**config.mk**
```make
export PLATFORM = sky130hd
export DESIGN_NAME = ddm_pos
export DESIGN_NICKNAME = d
export VERILOG_FILES = /design/src/rtl/core/ddm_pkg.sv /design/src/rtl/core/ddm_pos.sv
export SDC_FILE = /design/constraint.sdc
export NUM_CORES = 1
export LEC_CHECK = 0
export ABC_AREA = 0
export BUFFER_PORTS_ARGS = -buffer_cell sky130_fd_sc_hd__buf_4
export CAP_MARGIN = 20
export CELL_PAD_IN_SITES_DETAIL_PLACEMENT = 1
export CELL_PAD_IN_SITES_GLOBAL_PLACEMENT = 2
export CORE_MARGIN = 5
export CORE_UTILIZATION = 33
export CTS_CLUSTER_SIZE = 28
export DETAILED_ROUTE_END_ITERATION = 16
export PLACE_DENSITY_LB_ADDON = 0.12
export RECOVER_POWER = 25
export SYNTH_ARGS = -nofsm -noshare
export SYNTH_HDL_FRONTEND = slang
export SYNTH_SLANG_ARGS = --single-unit
```
**constraint.sdc**
```tcl
create_clock -name clk -period 11.25 [get_ports clk]
set_input_delay 0.5625 -clock clk [delete_from_list [all_inputs] [get_ports clk]]
set_output_delay 0.5625 -clock clk [all_outputs]
set_load 0.05 [all_outputs]
```
**src/rtl/core/ddm_pkg.sv**
```systemverilog
package ddm_pkg;

  localparam int CFG_BITS     = 11;
  localparam int CFG_IDX_BITS = 2;
  localparam int GAP_BITS     = 4;
  localparam int ROW_BITS     = 11;
  localparam int OUT_BITS     = 10;

  localparam logic [ROW_BITS-1:0] MAX_HEIGHT = 11'd1024;

  localparam logic [GAP_BITS-1:0] GAP_RESET    = 4'd1;
  localparam logic                STRONG_RESET = 1'b0;
  localparam logic [CFG_BITS-1:0] WIDTH_RESET  = 11'd640;
  localparam logic [CFG_BITS-1:0] HEIGHT_RESET = 11'd480;

  typedef enum logic [CFG_IDX_BITS-1:0] {
    CFG_GAP,
    CFG_STRONG,
    CFG_WIDTH,
    CFG_HEIGHT
  } cfg_idx_t;

  // per-item control word from the position tracker
  typedef struct packed {
    logic                advance;
    logic                has_out;
    logic                border_ok;
    logic                frame_end;
    logic [OUT_BITS-1:0] row;
    logic [OUT_BITS-1:0] col;
  } ddm_pos_t;

endpackage

```
**src/rtl/core/ddm_pos.sv**
```systemverilog
module ddm_pos #(
  parameter int MAX_WIDTH = 1024,
  parameter int MAX_GAP = 8,
  localparam int COL_BITS = $clog2(MAX_WIDTH),
  localparam int RING_BITS = $clog2(2 * MAX_GAP),
  localparam int ADDR_BITS = RING_BITS + COL_BITS
) (
  input  logic                           clk,
  input  logic                           rst,
  input  logic [ddm_pkg::GAP_BITS-1:0]   gap,
  input  logic [ddm_pkg::CFG_BITS-1:0]   frame_width,
  input  logic [ddm_pkg::CFG_BITS-1:0]   frame_height,
  input  logic                           fire,
  input  logic                           kind,
  output logic [ddm_pkg::GAP_BITS-1:0]   gap_eff,
  output ddm_pkg::ddm_pos_t              info,
  output logic                           wr_en,
  output logic [ADDR_BITS-1:0]           wr_addr,
  output logic [ADDR_BITS-1:0]           rd_right_addr,
  output logic [ADDR_BITS-1:0]           rd_up_addr
);
  import ddm_pkg::*;

  localparam int WB = ($clog2(MAX_WIDTH + 1) > CFG_BITS) ? $clog2(MAX_WIDTH + 1) : CFG_BITS;
  localparam int SW = WB + 1;
  localparam logic [WB-1:0] W_CAP = WB'(MAX_WIDTH);
  localparam logic [GAP_BITS-1:0] G_CAP = (MAX_GAP < 15) ? GAP_BITS'(MAX_GAP) : '1;

  logic [GAP_BITS-1:0] g;
  logic [WB-1:0]       w;
  logic [ROW_BITS-1:0] h;
  logic [ROW_BITS-1:0] in_row, in_row_next;
  logic [COL_BITS-1:0] in_col, in_col_next;
  logic [ROW_BITS-1:0] r0, r, ro, ro_up, ro_dn;
  logic [COL_BITS-1:0] c0, c;
  logic [SW-1:0]       c_right, c_wrap, c_inc;
  logic                ignore, excess, adv, has_out, fe;

  always_comb begin
    g = (gap > G_CAP) ? G_CAP : gap;
    if (frame_width == '0) w = WB'(1);
    else if (WB'(frame_width) > W_CAP) w = W_CAP;
    else w = WB'(frame_width);
    if (frame_height == '0) h = ROW_BITS'(1);
    else if (frame_height > MAX_HEIGHT) h = MAX_HEIGHT;
    else h = frame_height;

    // a column left past a narrowed width moves on to the next row
    if (WB'(in_col) >= w) begin
      r0 = in_row + ROW_BITS'(1);
      c0 = '0;
    end else begin
      r0 = in_row;
      c0 = in_col;
    end

    ignore = kind && (r0 < h);
    excess = kind && (r0 >= h + ROW_BITS'(g));
    if (!kind && (r0 >= h)) begin
      r = '0;
      c = '0;
    end else begin
      r = r0;
      c = c0;
    end

    adv     = !ignore && !excess;
    has_out = adv && (r >= ROW_BITS'(g));
    ro      = r - ROW_BITS'(g);
    ro_up   = ro - ROW_BITS'(g);
    ro_dn   = ro + ROW_BITS'(1);
    c_right = SW'(c) + SW'(g);
    c_wrap  = c_right - SW'(w);
    c_inc   = SW'(c) + SW'(1);
    fe      = (ro == h - ROW_BITS'(1)) && (SW'(c) == SW'(w) - SW'(1));

    info.advance   = adv;
    info.has_out   = has_out;
    info.border_ok = has_out && (g != '0) && (ro >= ROW_BITS'(g)) && (r < h)
                     && (c >= COL_BITS'(g)) && (c_right < SW'(w));
    info.frame_end = has_out && fe;
    info.row       = ro[OUT_BITS-1:0];
    info.col       = OUT_BITS'(c);

    wr_en   = fire && !kind;
    wr_addr = {r[RING_BITS-1:0], c};
    // lookahead tap runs on in raster order across the row end
    if (c_right < SW'(w)) rd_right_addr = {ro[RING_BITS-1:0], c_right[COL_BITS-1:0]};
    else rd_right_addr = {ro_dn[RING_BITS-1:0], c_wrap[COL_BITS-1:0]};
    rd_up_addr = {ro_up[RING_BITS-1:0], c};

    in_row_next = in_row;
    in_col_next = in_col;
    if (fire) begin
      if (ignore) begin
        in_row_next = r0;
        in_col_next = c0;
      end else if (excess || (has_out && fe)) begin
        in_row_next = '0;
        in_col_next = '0;
      end else if (c_inc >= SW'(w)) begin
        in_row_next = r + ROW_BITS'(1);
        in_col_next = '0;
      end else begin
        in_row_next = r;
        in_col_next = c_inc[COL_BITS-1:0];
      end
    end
  end

  assign gap_eff = g;

  always_ff @(posedge clk) begin
    if (rst) begin
      in_row <= '0;
      in_col <= '0;
    end else begin
      in_row <= in_row_next;
      in_col <= in_col_next;
    end
  end

endmodule

```
==> reports/metrics.cfg <==
[outcome]
status=finished clean

[cts]
clock-root-buffer=sky130_fd_sc_hd__clkbuf_16
cts_resized=0
clk_pin_slew_worst_paths_ns=0.07
tritoncts.num_buffers=3
clk_lat_worst_skew_ns=0.27
cts_htree_levels=1
clkSinkCount=21
postCtsSetupBuffers=0
ctsHoldBuffers=0
ctsLongestPathBuffers=2
cts_tree=done

[yosys]
syn_area_per_cell_um2=7.07
synth_seq_cells=21
yosys_warnings=0
synth_top_area_cell=sky130_fd_sc_hd__ha_1
dominantRegCellSynth=sky130_fd_sc_hd__dfxtp_1
synth.area.top_cells=sky130_fd_sc_hd__ha_1 (17%), sky130_fd_sc_hd__dfxtp_1 (6.5%), sky130_fd_sc_hd__nor2_1 (5.4%)
synth_top_cell_area_share_pct=16.8
synth_cell_type_count=86
synth-edff-count=0
syn_inst=914
async_flop_share_pct=0
netlist_area_um2=6460
synthesis.nets=1036
ys_seq_area_share_pct=6.51

[pwr]
p_per_area_nw_per_um2=89.9
swShare_pct=56.6
p_total_mw=0.664
cell_internal_pwr_mw=0.288
max-vdd-ir-drop_v=0.0000632
power.static_leakage_nw=3.29
share_clk_of_total_power_pct=12.7
power.share.combinational_pct=74.5
power_switching_mw=0.376
seq_power_share_pct=12.8

[global_route]
gr-total-overflow=0
first_global_vias=7287
grt_util_all_layers_pct=24.4
grt_start_max_net_pins=23
grt_first_pass_wirelength_mm=42.9
initial_antenna_violation_count=0

[final_layout]
synth_to_final_area_change_pct=14.3
fin_nets=1100
finish.utilization_pct=38.1
num-fill-cells=2521
drive_gt1_share_pct=14.6
insertedDiodeCount=0

[sta]
setup-violations-final=0
worstMarginPinSlew_ns=0.959
timing.final.crit_share_pct=92.3
final_sum_of_negative_setup_slack_ns=0
hold_violations=0
fin_crit_ns=10.39
timing.final.max_slew_violations=0
achievable-frequency_ghz=0.0963
max-slew-margin-rel_pct=36.1
unrepaired_setup_endpoints_after_global_routing=no
clock_skew_ns=0.00308
finalWorstSetupSlack_ns=0.863

[worst_hold_path]
worstHoldEndpoint=in_row[8]
hold_start=in_row[8]
whs_path_depth=2
hp_class=flop to flop

[route]
finalWirelength_mm=27.8
post_drt_via_cell_ratio=5.76
wl_per_cell_um=22.4
drtPass1Iterations=5
num_vias=7160
ant_nets=0
dr.first_iter.drc_count=280
detail_route.drc_violations=0

[setup_path]
worstReg2RegEnd=in_row[8]
worst_r2r_startpoint=in_col[8]
crit_path_kind=primary input to output pin
critical_path.endpoint_type=output pin
worstPathMaxFanout=16
worstSetupStartpointType=primary input
r2r_setup_slack_ns=2.02
worst_r2r_path_depth=32
critPathRequiredTime_ns=10.69
stage_delay_of_the_slowest_cell_on_the_critical_path_ns=0.57
worst-endpoint-arrival_ns=9.82
cp_slowest_cell=sky130_fd_sc_hd__or4_1

[die]
die_height_um=150
start_util_pct=33.3
coreArea_um2=19400
dieArea_um2=22500
die_x_um=150
row_count=51
top_level_ports=101

[job]
cap_violations=0

[place]
dp_slack_ns=0.873
place.port_buffers=100
routabilityCongestion=0.915
post-dp-hpwl_mm=23.2

## worst max path at each step
stage          depth (start not counted)                to  slack (ns)           start
6_report                              37          info[20]        0.86  frame_width[3]
3_3_place_gp                          37          info[20]        0.95  frame_width[3]
4_1_cts                               42  rd_right_addr[0]        0.83  frame_width[3]
2_1_floorplan                         40          info[21]        0.87  frame_width[3]
5_1_grt                               42  rd_right_addr[0]        0.04  frame_width[3]
3_5_place_dp                          42  rd_right_addr[0]        0.87  frame_width[3]
## layout make-up
| type | count | area (µm²) | area share, % |
|---|---|---|---|
| clock buffer | 3 | 75.1 | 1.02 |
| inverter | 58 | 218 | 2.95 |
| clock inverter | 1 | 5.00 | 0.0678 |
| multi-input combinational | 775 | 5510 | 74.6 |
| sequential | 21 | 420 | 5.69 |
| timing repair buffer | 119 | 830 | 11.2 |
| tap | 265 | 332 | 4.49 |
## sequential cells by signal, indices dropped and copies added (netlist names)
| register | cells |
|---|---|
| in_col | 10 |
| in_row | 11 |
## power by group through the flow
stage                     clock [mW]  combinational (mW)  sequential [mW]
final                         0.0845               0.494           0.0850
after global routing          0.0888               0.534           0.0856
after CTS                     0.0861               0.499           0.0847
after detailed placement           0               0.497           0.0864
after global placement             0               0.495           0.0865
after floorplan                    0               0.346           0.0830
## logic make-up (layout without fill, tap and decap cells)
kind of cell	after synthesis	after routing	share of synthesized area [%]
buf+inv	118	181	8.29
mux	9	9	1.45
simple gates	352	352	28.2
fa+ha+maj	92	92	18.4
flops	21	21	6.51
compound gates	264	264	28.9
xor+xnor	58	58	8.29
## worst max-delay path, delay by kind of cell
kind	cells	cell delay, ns
buf+inv	5	0.78
fa+ha+maj	4	1.17
xor+xnor	2	0.50
simple gates	16	3.87
compound gates	10	2.95
## through the flow
stage | area, µm² | instances | hold WS, ns
6_report | 7380 | 1242 | 0.536
4_1_cts | 7450 | 1242 | 0.537
3_3_place_gp | 7370 | 1238 | 0.529
5_1_grt | 7380 | 1242 | 0.579
2_1_floorplan | 6460 | 914 | 0.487
3_5_place_dp | 7370 | 1238 | 0.523
## cell usage after synthesis (all sizes together), types with 16 or more instances
library cell / number
a211oi: 16
a21o: 24
a21oi: 69
buf: 27
clkbuf: 33
dfxtp: 21
ha: 87
inv: 57
nand2: 65
nand2b: 19
nand3: 38
nor2: 94
nor3: 31
o21ai: 49
xnor2: 35
xor2: 21
## placed cells by master, fill, tap and decap left out, types with 23 or more instances in the layout
master	Yosys	final
sky130_fd_sc_hd__nor2_1	93	93
sky130_fd_sc_hd__a21oi_1	67	67
sky130_fd_sc_hd__nand2_1	65	65
sky130_fd_sc_hd__buf_4	22	102
sky130_fd_sc_hd__nor3_1	28	28
sky130_fd_sc_hd__ha_1	87	87
sky130_fd_sc_hd__xnor2_1	35	35
sky130_fd_sc_hd__a21o_1	23	23
sky130_fd_sc_hd__inv_1	57	57
sky130_fd_sc_hd__nand3_1	37	37
sky130_fd_sc_hd__o21ai_0	44	44
## metal layers
| layer | vias to the layer above | track usage, % | part of all wire [%] |
|---|---|---|---|
| li1 | 3476 | - | - |
| met1 | 3501 | 32.1 | 46 |
| met2 | 151 | 43.8 | 49 |
| met3 | 32 | 1.73 | 2.8 |
| met4 | 0 | 5.26 | 2.2 |
| met5 | - | 0 | 0 |
(Power assumes the default switching activity.)
